### src/rtl/vcd_line_signal_extractor_top_macros.svh
// assertion macros shared by the extractor rtl
`ifndef VCD_LINE_SIGNAL_EXTRACTOR_TOP_MACROS_SVH
`define VCD_LINE_SIGNAL_EXTRACTOR_TOP_MACROS_SVH

// clocked check, disabled while reset is asserted
`define VCDSE_ASSERT(lbl, prop, msg) \
  lbl: assert property (@(posedge clk_i) disable iff (!rst_ni) (prop)) else $error(msg);

// clocked check that a condition never holds
`define VCDSE_ASSERT_NEVER(lbl, cond, msg) \
  `VCDSE_ASSERT(lbl, !(cond), msg)

`endif

### src/rtl/vcdse_pkg.sv
// types, constants and the digit accumulator shared by the extractor modules
package vcdse_pkg;

  localparam int unsigned TimeW  = 63;
  localparam int unsigned ValueW = 31;
  localparam int unsigned AccW   = TimeW;
  localparam int unsigned SumW   = AccW + 4;

  localparam logic [TimeW-1:0]  TimeMax  = {TimeW{1'b1}};
  localparam logic [ValueW-1:0] ValueMax = {ValueW{1'b1}};

  localparam logic [7:0] CharHash      = 8'h23;
  localparam logic [7:0] CharSpace     = 8'h20;
  localparam logic [7:0] CharLf        = 8'h0A;
  localparam logic [7:0] CharNul       = 8'h00;
  localparam logic [7:0] SignalIdReset = 8'h21;

  // line phase, one-hot
  typedef enum logic [3:0] {
    PhStart  = 4'b0001,
    PhTime   = 4'b0010,
    PhMatch  = 4'b0100,
    PhIgnore = 4'b1000
  } phase_e;

  // one result item
  typedef struct packed {
    logic [TimeW-1:0]  change_time;
    logic [ValueW-1:0] change_value;
  } result_t;

  // acc * 10 + d, clamped at max (acc never above max)
  function automatic logic [AccW-1:0] acc_digit(
    input logic [AccW-1:0] acc,
    input logic [3:0]      d,
    input logic [AccW-1:0] max
  );
    logic [SumW-1:0] sum;
    sum = ({4'b0000, acc} << 3) + ({4'b0000, acc} << 1) + {{(SumW-4){1'b0}}, d};
    if (sum > {4'b0000, max}) begin
      return max;
    end
    return sum[AccW-1:0];
  endfunction

endpackage

### src/rtl/vcd_line_signal_extractor_top.sv
// top level of the dump line signal extractor
// a matched byte goes through the input register, then the result register, to the output
// throughput: one text byte per cycle while the output is not stalled
// the input register holds one byte; a stalled output result holds it back
// reset (rst_ni low, asynchronous) returns to line start, clears accumulators,
// empties both registers and sets the signal identifier to '!'
module vcd_line_signal_extractor_top (
  input  logic        clk_i,
  input  logic        rst_ni,
  input  logic        in_valid_i,
  output logic        in_stall_o,
  input  logic [7:0]  text_byte_i,
  input  logic        cfg_valid_i,
  output logic        cfg_ready_o,
  input  logic [7:0]  cfg_data_i,
  output logic        out_valid_o,
  input  logic        out_stall_i,
  output logic [62:0] change_time_o,
  output logic [30:0] change_value_o
);

  `include "vcd_line_signal_extractor_top_macros.svh"

  logic               in_valid_q;
  logic [7:0]         byte_q;
  logic [7:0]         signal_id_q;
  logic               advance;
  logic               step;
  logic               hit;
  logic               in_accept;
  vcdse_pkg::result_t fsm_result;
  vcdse_pkg::result_t out_result;

  // the held byte moves on when the result register can take a result
  assign advance    = !out_valid_o || !out_stall_i;
  assign step       = in_valid_q && advance;
  assign in_stall_o = in_valid_q && !advance;
  assign in_accept  = in_valid_i && !in_stall_o;

  // configuration register, always ready
  assign cfg_ready_o = 1'b1;
  always_ff @(posedge clk_i or negedge rst_ni) begin
    if (!rst_ni) begin
      signal_id_q <= vcdse_pkg::SignalIdReset;
    end else if (cfg_valid_i && cfg_ready_o) begin
      signal_id_q <= cfg_data_i;
    end
  end

  // input register
  always_ff @(posedge clk_i or negedge rst_ni) begin
    if (!rst_ni) begin
      in_valid_q <= 1'b0;
    end else if (in_accept) begin
      in_valid_q <= 1'b1;
    end else if (step) begin
      in_valid_q <= 1'b0;
    end
  end

  always_ff @(posedge clk_i) begin
    if (in_accept) begin
      byte_q <= text_byte_i;
    end
  end

  vcdse_line_fsm u_line_fsm (
    .clk_i       (clk_i),
    .rst_ni      (rst_ni),
    .step_i      (step),
    .text_byte_i (byte_q),
    .signal_id_i (signal_id_q),
    .hit_o       (hit),
    .result_o    (fsm_result)
  );

  vcdse_out_reg u_out_reg (
    .clk_i       (clk_i),
    .rst_ni      (rst_ni),
    .load_i      (hit),
    .result_i    (fsm_result),
    .out_stall_i (out_stall_i),
    .out_valid_o (out_valid_o),
    .result_o    (out_result)
  );

  assign change_time_o  = out_result.change_time;
  assign change_value_o = out_result.change_value;

  `VCDSE_ASSERT(a_stall_needs_item, in_stall_o |-> in_valid_q, "stall with empty input register")
  `VCDSE_ASSERT(a_hit_needs_item, hit |-> step, "result without a processed item")

endmodule

### src/rtl/vcdse_line_fsm.sv
// line phase tracking, time and value accumulation and identifier match
module vcdse_line_fsm (
  input  logic              clk_i,
  input  logic              rst_ni,
  input  logic              step_i,
  input  logic [7:0]        text_byte_i,
  input  logic [7:0]        signal_id_i,
  output logic              hit_o,
  output vcdse_pkg::result_t result_o
);

  `include "vcd_line_signal_extractor_top_macros.svh"

  vcdse_pkg::phase_e              phase_q, phase_d;
  logic [vcdse_pkg::TimeW-1:0]    time_acc_q, time_acc_d;
  logic                           time_stopped_q, time_stopped_d;
  logic [vcdse_pkg::ValueW-1:0]   value_acc_q, value_acc_d;
  logic                           value_stopped_q, value_stopped_d;
  logic                           line_end;
  logic                           is_digit;
  logic                           hit;
  logic [vcdse_pkg::AccW-1:0]     time_next;
  logic [vcdse_pkg::AccW-1:0]     value_next;

  // byte classes
  assign line_end = (text_byte_i == vcdse_pkg::CharLf) || (text_byte_i == vcdse_pkg::CharNul);
  assign is_digit = text_byte_i inside {[8'h30:8'h39]};

  // saturating decimal accumulators
  assign time_next  = vcdse_pkg::acc_digit(time_acc_q, text_byte_i[3:0], vcdse_pkg::TimeMax);
  assign value_next = vcdse_pkg::acc_digit({{(vcdse_pkg::AccW-vcdse_pkg::ValueW){1'b0}},
                                            value_acc_q},
                                           text_byte_i[3:0],
                                           {{(vcdse_pkg::AccW-vcdse_pkg::ValueW){1'b0}},
                                            vcdse_pkg::ValueMax});

  // next state for one byte
  always_comb begin
    phase_d         = phase_q;
    time_acc_d      = time_acc_q;
    time_stopped_d  = time_stopped_q;
    value_acc_d     = value_acc_q;
    value_stopped_d = value_stopped_q;
    hit             = 1'b0;
    if (line_end) begin
      phase_d         = vcdse_pkg::PhStart;
      time_acc_d      = '0;
      time_stopped_d  = 1'b0;
      value_acc_d     = '0;
      value_stopped_d = 1'b0;
    end else begin
      case (phase_q)
        vcdse_pkg::PhStart: begin
          phase_d = (text_byte_i == vcdse_pkg::CharHash) ? vcdse_pkg::PhTime
                                                         : vcdse_pkg::PhIgnore;
        end
        vcdse_pkg::PhTime: begin
          if (text_byte_i == vcdse_pkg::CharSpace) begin
            phase_d         = vcdse_pkg::PhMatch;
            value_acc_d     = '0;
            value_stopped_d = 1'b0;
          end else if (!time_stopped_q) begin
            if (is_digit) begin
              time_acc_d = time_next;
            end else begin
              time_stopped_d = 1'b1;
            end
          end
        end
        vcdse_pkg::PhMatch: begin
          if (text_byte_i == signal_id_i) begin
            hit     = 1'b1;
            phase_d = vcdse_pkg::PhIgnore;
          end else if (text_byte_i == vcdse_pkg::CharSpace) begin
            value_acc_d     = '0;
            value_stopped_d = 1'b0;
          end else if (!value_stopped_q) begin
            if (is_digit) begin
              value_acc_d = value_next[vcdse_pkg::ValueW-1:0];
            end else begin
              value_stopped_d = 1'b1;
            end
          end
        end
        default: begin
          phase_d = phase_q;
        end
      endcase
    end
  end

  // state registers, updated once per processed byte
  always_ff @(posedge clk_i or negedge rst_ni) begin
    if (!rst_ni) begin
      phase_q         <= vcdse_pkg::PhStart;
      time_acc_q      <= '0;
      time_stopped_q  <= 1'b0;
      value_acc_q     <= '0;
      value_stopped_q <= 1'b0;
    end else if (step_i) begin
      phase_q         <= phase_d;
      time_acc_q      <= time_acc_d;
      time_stopped_q  <= time_stopped_d;
      value_acc_q     <= value_acc_d;
      value_stopped_q <= value_stopped_d;
    end
  end

  assign hit_o                 = step_i && hit;
  assign result_o.change_time  = time_acc_q;
  assign result_o.change_value = value_acc_q;

  `VCDSE_ASSERT(a_hit_in_match, hit_o |-> (phase_q == vcdse_pkg::PhMatch), "hit outside match phase")
  `VCDSE_ASSERT(a_hit_then_ignore, hit_o |=> (phase_q == vcdse_pkg::PhIgnore), "no ignore after hit")
  `VCDSE_ASSERT(a_line_end_clears, (step_i && line_end) |=> (phase_q == vcdse_pkg::PhStart && time_acc_q == '0 && value_acc_q == '0), "line end did not clear")

endmodule

### src/rtl/vcdse_out_reg.sv
// result register toward the output channel
module vcdse_out_reg (
  input  logic               clk_i,
  input  logic               rst_ni,
  input  logic               load_i,
  input  vcdse_pkg::result_t result_i,
  input  logic               out_stall_i,
  output logic               out_valid_o,
  output vcdse_pkg::result_t result_o
);

  `include "vcd_line_signal_extractor_top_macros.svh"

  logic               out_valid_q;
  vcdse_pkg::result_t result_q;

  // valid flag: set on load, dropped once taken
  always_ff @(posedge clk_i or negedge rst_ni) begin
    if (!rst_ni) begin
      out_valid_q <= 1'b0;
    end else if (load_i) begin
      out_valid_q <= 1'b1;
    end else if (!out_stall_i) begin
      out_valid_q <= 1'b0;
    end
  end

  // payload
  always_ff @(posedge clk_i) begin
    if (load_i) begin
      result_q <= result_i;
    end
  end

  assign out_valid_o = out_valid_q;
  assign result_o    = result_q;

  `VCDSE_ASSERT_NEVER(a_no_overwrite, load_i && out_valid_q && out_stall_i, "held result overwritten")

endmodule
### config.mk
export PLATFORM = sky130hd
export DESIGN_NAME = vcd_line_signal_extractor_top
export DESIGN_NICKNAME = d
export VERILOG_FILES = /design/src/rtl/vcdse_pkg.sv /design/src/rtl/vcd_line_signal_extractor_top.sv /design/src/rtl/vcdse_line_fsm.sv /design/src/rtl/vcdse_out_reg.sv
export VERILOG_INCLUDE_DIRS = /design/src /design/src/rtl
export SDC_FILE = /design/constraint.sdc
export NUM_CORES = 1
export LEC_CHECK = 0
export ABC_AREA = 1
export BUFFER_PORTS_ARGS = -buffer_cell sky130_fd_sc_hd__buf_2
export CORE_MARGIN = 2
export CORE_UTILIZATION = 55
export CTS_BUF_LIST = sky130_fd_sc_hd__clkbuf_4 sky130_fd_sc_hd__clkbuf_8
export DETAILED_ROUTE_END_ITERATION = 10
export PLACE_DENSITY = 0.8
export SYNTH_ARGS = -nofsm -noshare
export SYNTH_HDL_FRONTEND = slang
export SYNTH_SLANG_ARGS = --single-unit
### constraint.sdc
create_clock -name clk_i -period 10.4 [get_ports clk_i]
set_clock_uncertainty 0.2 [all_clocks]
set_input_delay 0 -clock clk_i [delete_from_list [all_inputs] [get_ports clk_i]]
set_output_delay 0 -clock clk_i [all_outputs]
set_load 0.03 [all_outputs]
After elaboration in Yosys (flattened, before gate mapping)
Index checks and enable logic that the tools add are counted.
{"block": "classes", "add_sub_neg": 4, "magnitude_cmp": 4, "n_eq_ne": 15, "n_mux": 41, "reduce_logical": 22}
{"op": "two-way mux 63 bit", "n": 7}
{"op": "two-way mux 31 bit", "n": 8}
{"op": "adder 66 x 64 -> 67 bit", "n": 1}
{"op": "adder 67 x 4 -> 67 bit", "n": 1}
{"op": "greater-than comparator 67 x 31 -> 1 bit, second input constant", "n": 1}
{"op": "greater-than comparator 67 x 63 -> 1 bit, second input constant", "n": 1}
{"op": "case mux 31 bit (2 select lines)", "n": 1}
{"op": "adder 35 x 4 -> 36 bit", "n": 1}
{"op": "adder 34 x 32 -> 35 bit", "n": 1}
{"op": "two-way mux 1 bit", "n": 19}
{"op": "== test 8 x 6 -> 1 bit, second input constant", "n": 2}
{"op": "two-way mux 4 bit", "n": 4}
{"op": "case mux 4 bit (3 select lines)", "n": 1}
{"op": "== test 8 x 4 -> 1 bit, second input constant", "n": 1}
{"op": "== test 8 bit", "n": 1}
{"op": ">= comparator 8 x 6 -> 1 bit, second input constant", "n": 1}
{"op": "<= comparator 8 x 6 -> 1 bit, second input constant", "n": 1}
{"op": "zero test 8 bit", "n": 1}
{"op": "AND reduction 4 bit", "n": 2}
{"op": "!= test 3 x 1 -> 1 bit, second input constant", "n": 2}
{"op": "AND reduction 6 bit", "n": 1}
{"op": "nonzero test 2 bit", "n": 3}
{"op": "logical AND 1 bit", "n": 5}
{"op": "AND reduction 5 bit", "n": 1}
{"op": "other kinds (14)", "n": 19}
{"block": "word_totals", "ff_bits": 212, "output_inout_bits": 97}

Depth between registers and ports, before layout
Gate-level depths: netlist of run 1.
{"block": "depth", "depth_word": 11, "depth_mapped": 21, "depth_no_buf": 21}

Modules after synthesis
From an unflattened synthesis of run 1, not the netlist that was laid out.
{"block": "unflattened", "cells_unflattened": 2250, "area_unflattened_um2": 16301.9}
{"mod": "vcdse_line_fsm", "instances": 1, "cells_each": 2100, "area_per_inst_um2": 12819.8, "seq_area_each_um2": 2503.7}
{"mod": "vcdse_out_reg", "instances": 1, "cells_each": 98, "area_per_inst_um2": 2859.0, "seq_area_each_um2": 2847.7}
{"mod": "vcd_line_signal_extractor_top", "instances": 1, "cells_each": 52, "area_per_inst_um2": 623.1, "seq_area_each_um2": 467.9}

Least setup slack after synthesis of run 1
Ideal clock, no wire load.
{"block": "synth_timing", "path_kind": "reg-to-reg", "start": "register u_line_fsm.phase_q[1]", "end": "register u_out_reg.result_q (netlist bit u_out_reg.result_o[0]), enable pin", "setup_time_ns": 0.547, "arrival_ns": 5.024, "required_time_ns": 9.653, "setup_slack_ns": 4.629, "stages_incl_launch_ff": 6, "path_buffers": 0, "path_cell_list": "dfrtp_1 -> nor4_1 -> inv_1 -> nor3_1 -> inv_1 -> nor2_1"}
{"block": "synth_between", "elab_chain_cells": 4}
{"item": "start, declared", "line_no": "vcdse_line_fsm.sv:14", "text": "vcdse_pkg::phase_e phase_q, phase_d;"}
{"item": "start signal, assigned", "line_no": "vcdse_line_fsm.sv:95", "text": "phase_q <= vcdse_pkg::PhStart;"}
{"item": "start signal, assigned", "line_no": "vcdse_line_fsm.sv:101", "text": "phase_q <= phase_d;"}
{"item": "== test 4 x 3 -> 1 bit", "line_no": "vcdse_line_fsm.sv:52", "text": "case (phase_q)"}
{"item": "two-way mux 1 bit", "line_no": "vcdse_line_fsm.sv:52"}
{"item": "two-way mux 1 bit", "line_no": "vcdse_line_fsm.sv:45", "text": "if (line_end) begin"}
{"item": "logical AND 1 bit", "line_no": "vcdse_line_fsm.sv:109", "text": "assign hit_o = step_i && hit;"}
{"item": "via hit", "line_no": "vcd_line_signal_extractor_top.sv:29", "text": "logic hit;"}
{"item": "end signal, assigned", "line_no": "vcdse_out_reg.sv:31", "text": "result_q <= result_i;"}
{"item": "end, declared", "line_no": "vcdse_out_reg.sv:15", "text": "vcdse_pkg::result_t result_q;"}
The timed path passes the listed nets, and every way through them passes these cells.
A chain may end at the register's enable or synchronous reset.

Final worst setup path of run 1
{"block": "layout_timing", "start": "register byte_q[3]", "end": "register u_line_fsm.time_acc_q[38] (netlist name)"}
{"block": "layout_between", "elab_chain_cells": 9, "elab_cells_between_ends": 21, "classes_between": "add/sub: 1; order compare: 3; eq/ne: 4; mux: 7; reduce/logical: 6"}
{"item": "start, declared", "line_no": "vcd_line_signal_extractor_top.sv:25", "text": "logic [7:0] byte_q;"}
{"item": "start signal, assigned", "line_no": "vcd_line_signal_extractor_top.sv:63", "text": "byte_q <= text_byte_i;"}
{"item": "adder 67 x 4 -> 67 bit", "line_no": "vcdse_pkg.sv:39", "text": "sum = ({4'b0000, acc} << 3) + ({4'b0000, acc} << 1) + {{(SumW-4){1'b0}}, d};"}
{"item": "greater-than comparator 67 x 63 -> 1 bit", "line_no": "vcdse_pkg.sv:40", "text": "if (sum > {4'b0000, max}) begin"}
{"item": "two-way mux 1 bit", "line_no": "vcdse_pkg.sv:40"}
{"item": "two-way mux 63 bit", "line_no": "vcdse_pkg.sv:43", "text": "return sum[AccW-1:0];"}
{"item": "two-way mux 63 bit", "line_no": "vcdse_line_fsm.sv:63", "text": "if (is_digit) begin"}
{"item": "two-way mux 63 bit", "line_no": "vcdse_line_fsm.sv:62", "text": "end else if (!time_stopped_q) begin"}
{"item": "two-way mux 63 bit", "line_no": "vcdse_line_fsm.sv:58", "text": "if (text_byte_i == vcdse_pkg::CharSpace) begin"}
{"item": "two-way mux 63 bit", "line_no": "vcdse_line_fsm.sv:52"}
{"item": "two-way mux 63 bit", "line_no": "vcdse_line_fsm.sv:45"}
{"item": "end signal, assigned", "line_no": "vcdse_line_fsm.sv:102", "text": "time_acc_q <= time_acc_d;"}
{"item": "end, declared", "line_no": "vcdse_line_fsm.sv:15", "text": "logic [vcdse_pkg::TimeW-1:0] time_acc_q, time_acc_d;"}
Several ways; a longest one is shown, not always the timed one. The select of a mux whose other input is x is not followed.

==> impl_metrics.env, run 1 <==
export IMPL_status="complete, no violations"
export IMPL_final_nets=2677
export IMPL_worst_pin_slew_ns=1.24
export IMPL_post_drt_wl_per_cell_um=16.9
export IMPL_p_leak_nw=10.5
export IMPL_yosysWarningCount=0
export IMPL_finalCoreUtilization_pct=62.8
export IMPL_ios=118
export IMPL_synth_edf_count=102
export IMPL_grt_overflow=0
export IMPL_ys_ff_latch=212
export IMPL_synth_most_common_cell="nand2_1"
export IMPL_antenna_found_initial=1
export IMPL_timing_slew_headroom_pct=17.2
export IMPL_slew_viol_final=0
export IMPL_syn_area_per_cell_um2=7.44
export IMPL_fp_dieW_um=180
export IMPL_yosys_most_used_dff="dfrtp_1"
export IMPL_critPathKind="flip-flop to flip-flop"
export IMPL_grt_pass1_vias=15300
export IMPL_hold_viol=0
export IMPL_io_buffers=116
export IMPL_cap_violations=0
export IMPL_fmax_mhz=235
export IMPL_yosys_top_cells_count="861 x nand2_1, 259 x inv_1, 186 x ha_1, 171 x nor2_1, 107 x dfrtp_1"
export IMPL_setup_viol=0
export IMPL_power_density_nw_per_um2=90.0
export IMPL_crit_path_end_kind="flip-flop"
export IMPL_rsz0062_at_grt="false"
export IMPL_clock_path_buffers=3
export IMPL_critPathMaxFanout=44
export IMPL_grt_pass1_wl_mm=79.1
export IMPL_viasPerCell=5.34
export IMPL_cts_inserted_buffers=36
export IMPL_grt_usage_pct=30.2
export IMPL_hold_path_class="primary input to flip-flop"
export IMPL_drt_iter0_markers=1048
export IMPL_worst_ep_required_time_ns=10.62
export IMPL_cts_tree="built"
export IMPL_holdWs_ns=0.0930
export IMPL_synth_area_leader_cell="nand2_1"
export IMPL_cts_setup_buffers=0
export IMPL_timing_setup_tns_ns=0
export IMPL_routed_wl_mm=48.9
export IMPL_syn_area_um2=17000
export IMPL_grt_max_degree=64
export IMPL_drive_gt1_share_pct=13.8
export IMPL_synth_top_area_share_pct=19.0
export IMPL_worstSetupStartpointType="flip-flop"
export IMPL_fin_ws_ns=6.14
export IMPL_cts_root_buf="clkbuf_8"
export IMPL_preCtsSetupSlack_ns=6.17
export IMPL_critPathArrivalTime_ns=4.48
export IMPL_core_um2=30500
export IMPL_htreeDepth=2
export IMPL_drcViolationCount=0
export IMPL_rows=64
export IMPL_synth_cells=2288
export IMPL_fin_crit_ns=4.26
export IMPL_ys_seq_area_share_pct=34.2
export IMPL_post_route_period_util_pct=41.0
export IMPL_die_height_um=180
export IMPL_power_mw=1.72
export IMPL_ys_types=51
export IMPL_syn2layout_area_growth_pct=12.6
export IMPL_drt_pass1_iterations=5
export IMPL_clk_pin_slew_ns=0.07
export IMPL_dr_total_vias=15400
export IMPL_initial_core_util_pct=55.8
export IMPL_die_area_um2=32400
export IMPL_drtAntennaViolNets=0
export IMPL_hpwlAfterDp_mm=36.8
export IMPL_gp_congestion=0.989
export IMPL_clock_sinks=212
export IMPL_synthTopCellsByArea="nand2_1 19%, edfxtp_1 18%, dfrtp_1 16%"
export IMPL_clk_latency_ns=0.57
export IMPL_ir_drop_uv=101
export IMPL_syn_nets=2499
export IMPL_ys_async_sr_fraction_pct=51.9
worst paths after layout:
kind                                                          end  cells past startpoint  slack (ns)                                    from
min                             u_out_reg.out_valid_o$_DFFE_PN0P_                      4        0.09                             out_stall_i
min reg2reg                u_line_fsm.value_stopped_q$_DFFE_PN0P_                      1        0.30  u_line_fsm.value_stopped_q$_DFFE_PN0P_
min in group asynchronous   u_line_fsm.time_acc_q[57]$_DFFE_PN0P_                      4        0.36                                  rst_ni
max in group asynchronous   u_line_fsm.time_acc_q[58]$_DFFE_PN0P_                      4        8.85                                  rst_ni
max reg2reg                 u_line_fsm.time_acc_q[38]$_DFFE_PN0P_                     21        6.14                     byte_q[3]$_DFFE_PP_
max                         u_line_fsm.time_acc_q[38]$_DFFE_PN0P_                     21        6.14                     byte_q[3]$_DFFE_PP_
final cells by class:
cell class,instances,area [um2]
multi-input cells,1744,9810
clock inverters,10,82.6
fillers,2689,11300
diodes,1,2.50
flip-flops and latches,212,5820
repair buffers,178,1200
clock buffers,53,654
inverters,294,1100
well taps,396,495
state kept, by name, indices dropped and copies added, names as in the netlist:
name,cells
u_line_fsm.value_stopped_q,1
in_valid_q,1
u_out_reg.out_valid_o,1
u_line_fsm.phase_q,4
byte_q,8
signal_id_q,8
u_line_fsm.time_stopped_q,1
u_line_fsm.time_acc_q,63
u_out_reg.result_o,94
u_line_fsm.value_acc_q,31
layer usage:
| layer | wire length [um] | vias to the layer above | global-route usage (%) |
|---|---|---|---|
| met4 | 1700 | 0 | 10.5 |
| met2 | 23300 | 424 | 52.5 |
| li1 | - | 7732 | - |
| met1 | 21300 | 7166 | 38.6 |
| met3 | 2580 | 102 | 4.07 |
| met5 | 0 | - | 0 |
worst max-delay path: stages (launching register included):
cell and delay [ns]:
edfxtp_1 0.42, inv_2 0.10, fa_1 0.60, inv_1 0.06, ha_1 0.29, nand3_1 0.09, nand3_1 0.13, nand2_1 0.11
nand2_2 0.08, nand2_2 0.07, nand2_2 0.07, nand2_1 0.10, nand2_4 0.07, nand2_2 0.08, nand2_1 0.06, nand2_1 0.08
nand2_2 0.08, nor2_8 0.36, buf_4 0.66, nand3_2 0.14, nand2_1 0.10, nand2_1 0.07
logic make-up after synthesis:
family	count (synthesis)	share of synthesized area, %
multiplexers	1	0.0661
other	1	0.0220
AND/OR/NAND/NOR	1289	33.4
AO/OA/AOI/OAI	199	6.57
flip-flops	212	34.2
buffers and inverters	332	8.36
XOR/XNOR	64	3.29
adder cells (fa/ha/maj)	190	14.1
through the flow:
step	instances	cell area [um2]
2_1_floorplan	2288	17000
3_3_place_gp	2770	17900
3_5_place_dp	2770	17900
4_1_cts	2887	19200
5_1_grt	2888	19200
6_report	2888	19200
layout by cell type, fill, tap and decap left out, types with 4 or more instances in the layout:
cell           count
o21ai_1            4
fa_1               4
o21bai_1          17
a21oi_1          100
nand2_1          861
edfxtp_1         102
xor2_1             9
nor3_2             4
inv_1            259
nand2_2           22
a21oi_2            9
xnor2_1           55
inv_2             34
nand3b_1          19
nand3_1           83
ha_1             186
nor2_1           169
dfrtp_1          107
nor2_2             8
buf_4              9
nor3_1            19
dlygate4sd3_1     53
o21ai_0           50
nand3_2           64
clkbuf_4          12
buf_2            115
nand4_1           16
o21a_1             8
clkbuf_8          41
nor4_1            10
clkinv_2           5
timing repair:
item | in CTS | in global routing
hold endpoints to repair | 111 | 0
hold buffers | 54 | 0
resized for setup | 0 | 0
power breakdown:
| group | internal (mW) | switching [mW] | leakage, nW | total, mW |
|---|---|---|---|---|
| combinational | 0.0263 | 0.0286 | 7.90 | 0.0549 |
| sequential | 0.882 | 0.00516 | 2.24 | 0.887 |
| clock | 0.430 | 0.353 | 0.390 | 0.783 |
(Power assumes the default switching activity.)
==> run 2, diff against run 1 <==
- ABC_AREA: 1 -> 0
- PLACE_DENSITY: 0.8 -> 0.83
- clock period: 10.4 -> 3.6 ns (I/O delays scaled with it)
==> run 2 against run 1 <==
Against the previous run:
- the flow now finishes with violations (hold timing, setup timing)
- utilization is 8.8 points higher
- sequential power rose to 3.6 times the previous value
- flip-flop and latch count unchanged
- hold slack worse by 0.12 ns
- wire length fell by 13%
- synthesized cell count is 37% lower
- combinational power increased to 87 times the previous value
- final cell count shrank 28%
- via count is 16% lower
- maximum frequency up 13%
- critical path depth is 5 lower
- register-to-register slack got worse by 6.3 ns
- critical endpoint is now u_line_fsm.time_acc_q[4]$_DFFE_PN0P_
- largest cell class unchanged
==> impl_metrics.env, run 2 <==
export IMPL_hold_viol=26
export IMPL_p_leak_nw=8.22
export IMPL_grt_pass1_vias=13000
export IMPL_cts_inserted_buffers=37
export IMPL_power_frac_seq_pct=30.1
export IMPL_ys_types=78
export IMPL_synth_cells=1433
export IMPL_cap_violations=0
export IMPL_critPathKind="flip-flop to flip-flop"
export IMPL_ios=118
export IMPL_routed_wl_mm=42.4
export IMPL_cts_tree="built"
export IMPL_wl_met3_mm=3.38
export IMPL_worst_pin_slew_ns=1.05
export IMPL_synth_edf_count=102
export IMPL_antenna_found_initial=0
export IMPL_fin_ws_ns=-0.180
export IMPL_ir_drop_uv=385
export IMPL_htreeDepth=2
export IMPL_yosysWarningCount=0
export IMPL_grt_overflow=0
export IMPL_ys_seq_area_share_pct=40.2
export IMPL_initial_core_util_pct=55.8
export IMPL_drt_pass1_iterations=6
export IMPL_synthTopCellsByArea="edfxtp_1 21%, dfrtp_1 19%, ha_1 16%"
export IMPL_rows=59
export IMPL_die_area_um2=27600
export IMPL_switchingPower_mw=4.15
export IMPL_holdWs_ns=-0.0229
export IMPL_violations="hold timing, setup timing"
export IMPL_drcViolationCount=0
export IMPL_reg2reg_slack_ns=-0.18
export IMPL_timing_setup_tns_ns=-9.37
export IMPL_grt_usage_pct=28.7
export IMPL_clock_path_buffers=3
export IMPL_status="finished, violations left"
export IMPL_yosys_top_cells_count="186 x ha_1, 147 x o21ai_0, 140 x a21oi_1, 116 x nand2_1, 107 x dfrtp_1"
export IMPL_final_common_cell="ha_1"
export IMPL_rsz0062_at_grt="true"
export IMPL_r2r_start="u_line_fsm.time_acc_q[7]$_DFFE_PN0P_"
export IMPL_top_layer_used="met4"
export IMPL_yosys_most_used_dff="dfrtp_1"
export IMPL_fmax_mhz=265
export IMPL_n_antenna_cell=0
export IMPL_comb_power_share_pct=44.4
export IMPL_fin_crit_ns=3.78
export IMPL_io_buffers=116
export IMPL_critPathMaxFanout=5
export IMPL_fp_dieW_um=166
export IMPL_core_um2=25900
export IMPL_worst_ep_required_time_ns=3.78
export IMPL_post_drt_wl_per_cell_um=20.3
export IMPL_syn_area_per_cell_um2=10.1
export IMPL_crit_path_end_kind="flip-flop"
export IMPL_drtAntennaViolNets=0
export IMPL_grt_max_degree=75
export IMPL_cts_root_buf="clkbuf_8"
export IMPL_worstSetupStartpointType="flip-flop"
export IMPL_syn2layout_area_growth_pct=28.3
export IMPL_largest_register_ff_count=94
export IMPL_viasPerCell=6.23
export IMPL_timing_slew_headroom_pct=29.8
export IMPL_final_nets=1932
export IMPL_gp_congestion=0.955
export IMPL_r2r_cells=16
export IMPL_ys_async_sr_fraction_pct=51.9
export IMPL_power_density_nw_per_um2=576
export IMPL_dr_total_vias=13000
export IMPL_post_route_period_util_pct=105
export IMPL_grt_pass1_wl_mm=65.4
export IMPL_clk_latency_ns=0.56
export IMPL_clk_pin_slew_ns=0.07
export IMPL_drt_iter0_markers=1285
export IMPL_p_clk_share_pct=25.5
export IMPL_ys_ff_latch=212
export IMPL_hpwlAfterDp_mm=27.7
export IMPL_crit_start="u_line_fsm.time_acc_q[7]$_DFFE_PN0P_"
export IMPL_slew_viol_final=0
export IMPL_die_height_um=166
export IMPL_final_cell_mix="179 x ha_1, 142 x o21ai_0, 137 x buf_4"
export IMPL_internal_power_mw=6.54
export IMPL_switching_share_pct=38.8
export IMPL_synth_area_leader_cell="edfxtp_1"
export IMPL_drive_gt1_share_pct=28.1
export IMPL_setup_viol=91
export IMPL_syn_area_um2=14500
export IMPL_syn_nets=1644
export IMPL_hold_path_class="primary input to asynchronous set/reset pin"
export IMPL_met2WireLength_mm=20.2
export IMPL_synth_top_area_share_pct=21.2
export IMPL_synth_most_common_cell="ha_1"
export IMPL_clock_sinks=212
export IMPL_critPathArrivalTime_ns=3.96
export IMPL_drt_met1_wl_mm=17.1
export IMPL_reg2reg_to="u_line_fsm.time_acc_q[4]$_DFFE_PN0P_"
-- run 2: cell types whose count changed after synthesis, moves of 44 or more --
cell     before  now
nand2_1     861  116
nand3_2      63    0
o21ai_0      50  147
a31oi_1       1   45
nor2_1      171   77
nand3_1      84   19
inv_1       259   35
-- run 2: what timing repair did --
item                                   CTS  global route
pin swaps                               28            37
endpoints found under the hold margin   99             0
resized for setup                       37            85
buffers inserted                         9             8
cloned                                   3             3
setup endpoints to repair               93            94
hold buffers                            35             0
-- run 2: per-layer routing --
| metal | track usage (%) | vias to the layer above |
|---|---|---|
| met4 | 11.0 | 0 |
| li1 | - | 5974 |
| met3 | 5.00 | 151 |
| met5 | 0 | - |
| met2 | 48.2 | 668 |
| met1 | 37.2 | 6206 |
-- run 2: cell families (layout without fill, tap and decap cells) --
kind of cell	Yosys count	count (layout)	synth area share, %
XOR/XNOR	93	93	5.63
flip-flops	212	212	40.2
AO/OA/AOI/OAI	507	507	23.2
other	1	1	0.0259
adder cells (fa/ha/maj)	190	190	16.6
buffers and inverters	95	412	2.95
multiplexers	10	10	0.770
AND/OR/NAND/NOR	325	325	10.6
-- run 2: area by class of cell --
class / count / area [um2]
clock buffer: 51 / 664
clock inverter: 17 / 245
fill: 1704 / 7350
inverter: 35 / 131
multi-input combinational: 1126 / 8910
sequential: 212 / 5820
tap: 335 / 419
timing repair buffer: 309 / 2370
-- run 2: power groups by stage --
stage | clock network (mW) | logic (mW) | registers [mW]
floorplan | 0 | 2.71 | 3.11
global placement | 0 | 3.71 | 3.22
detailed placement | 0 | 3.84 | 3.23
CTS | 2.73 | 4.21 | 3.19
global route | 2.86 | 5.11 | 3.25
finish | 2.73 | 4.75 | 3.21
-- run 2: worst max path at each step --
| stage | to | depth (start not counted) |
|---|---|---|
| finish | u_line_fsm.time_acc_q[4]$_DFFE_PN0P_ | 16 |
| global route | u_line_fsm.time_acc_q[4]$_DFFE_PN0P_ | 14 |
| CTS | u_line_fsm.time_acc_q[47]$_DFFE_PN0P_ | 15 |
| detailed placement | u_line_fsm.value_acc_q[0]$_DFFE_PN0P_ | 15 |
| global placement | u_line_fsm.value_acc_q[0]$_DFFE_PN0P_ | 16 |
| floorplan | u_line_fsm.time_acc_q[33]$_DFFE_PN0P_ | 16 |
-- run 2: through the flow --
stage	instances	instance area [um2]	setup WS [ns]	util (%)	total power, mW
final	2085	18600	-0.180	71.6	10.7
after global routing	2085	18600	-0.324	71.6	11.2
after global placement	1960	16300	-0.0549	62.9	6.93
after detailed placement	1960	16300	-0.152	62.9	7.08
after CTS	2074	17900	-0.0645	69.3	10.1
after floorplan	1433	14500	-0.00606	-	5.83
-- run 2: critical path: stages (launching register included) --
cell and delay (ns):
dfrtp_1 0.43, ha_1 0.34, ha_1 0.40, buf_4 0.18
nand3_1 0.07, o211ai_1 0.11, o211ai_2 0.29, a21oi_2 0.10
buf_4 0.16, o31ai_4 0.26, buf_4 0.16, nand3_1 0.07
o211ai_2 0.08, and4_4 0.34, buf_6 0.15, clkbuf_16 0.17
a31oi_4 0.08
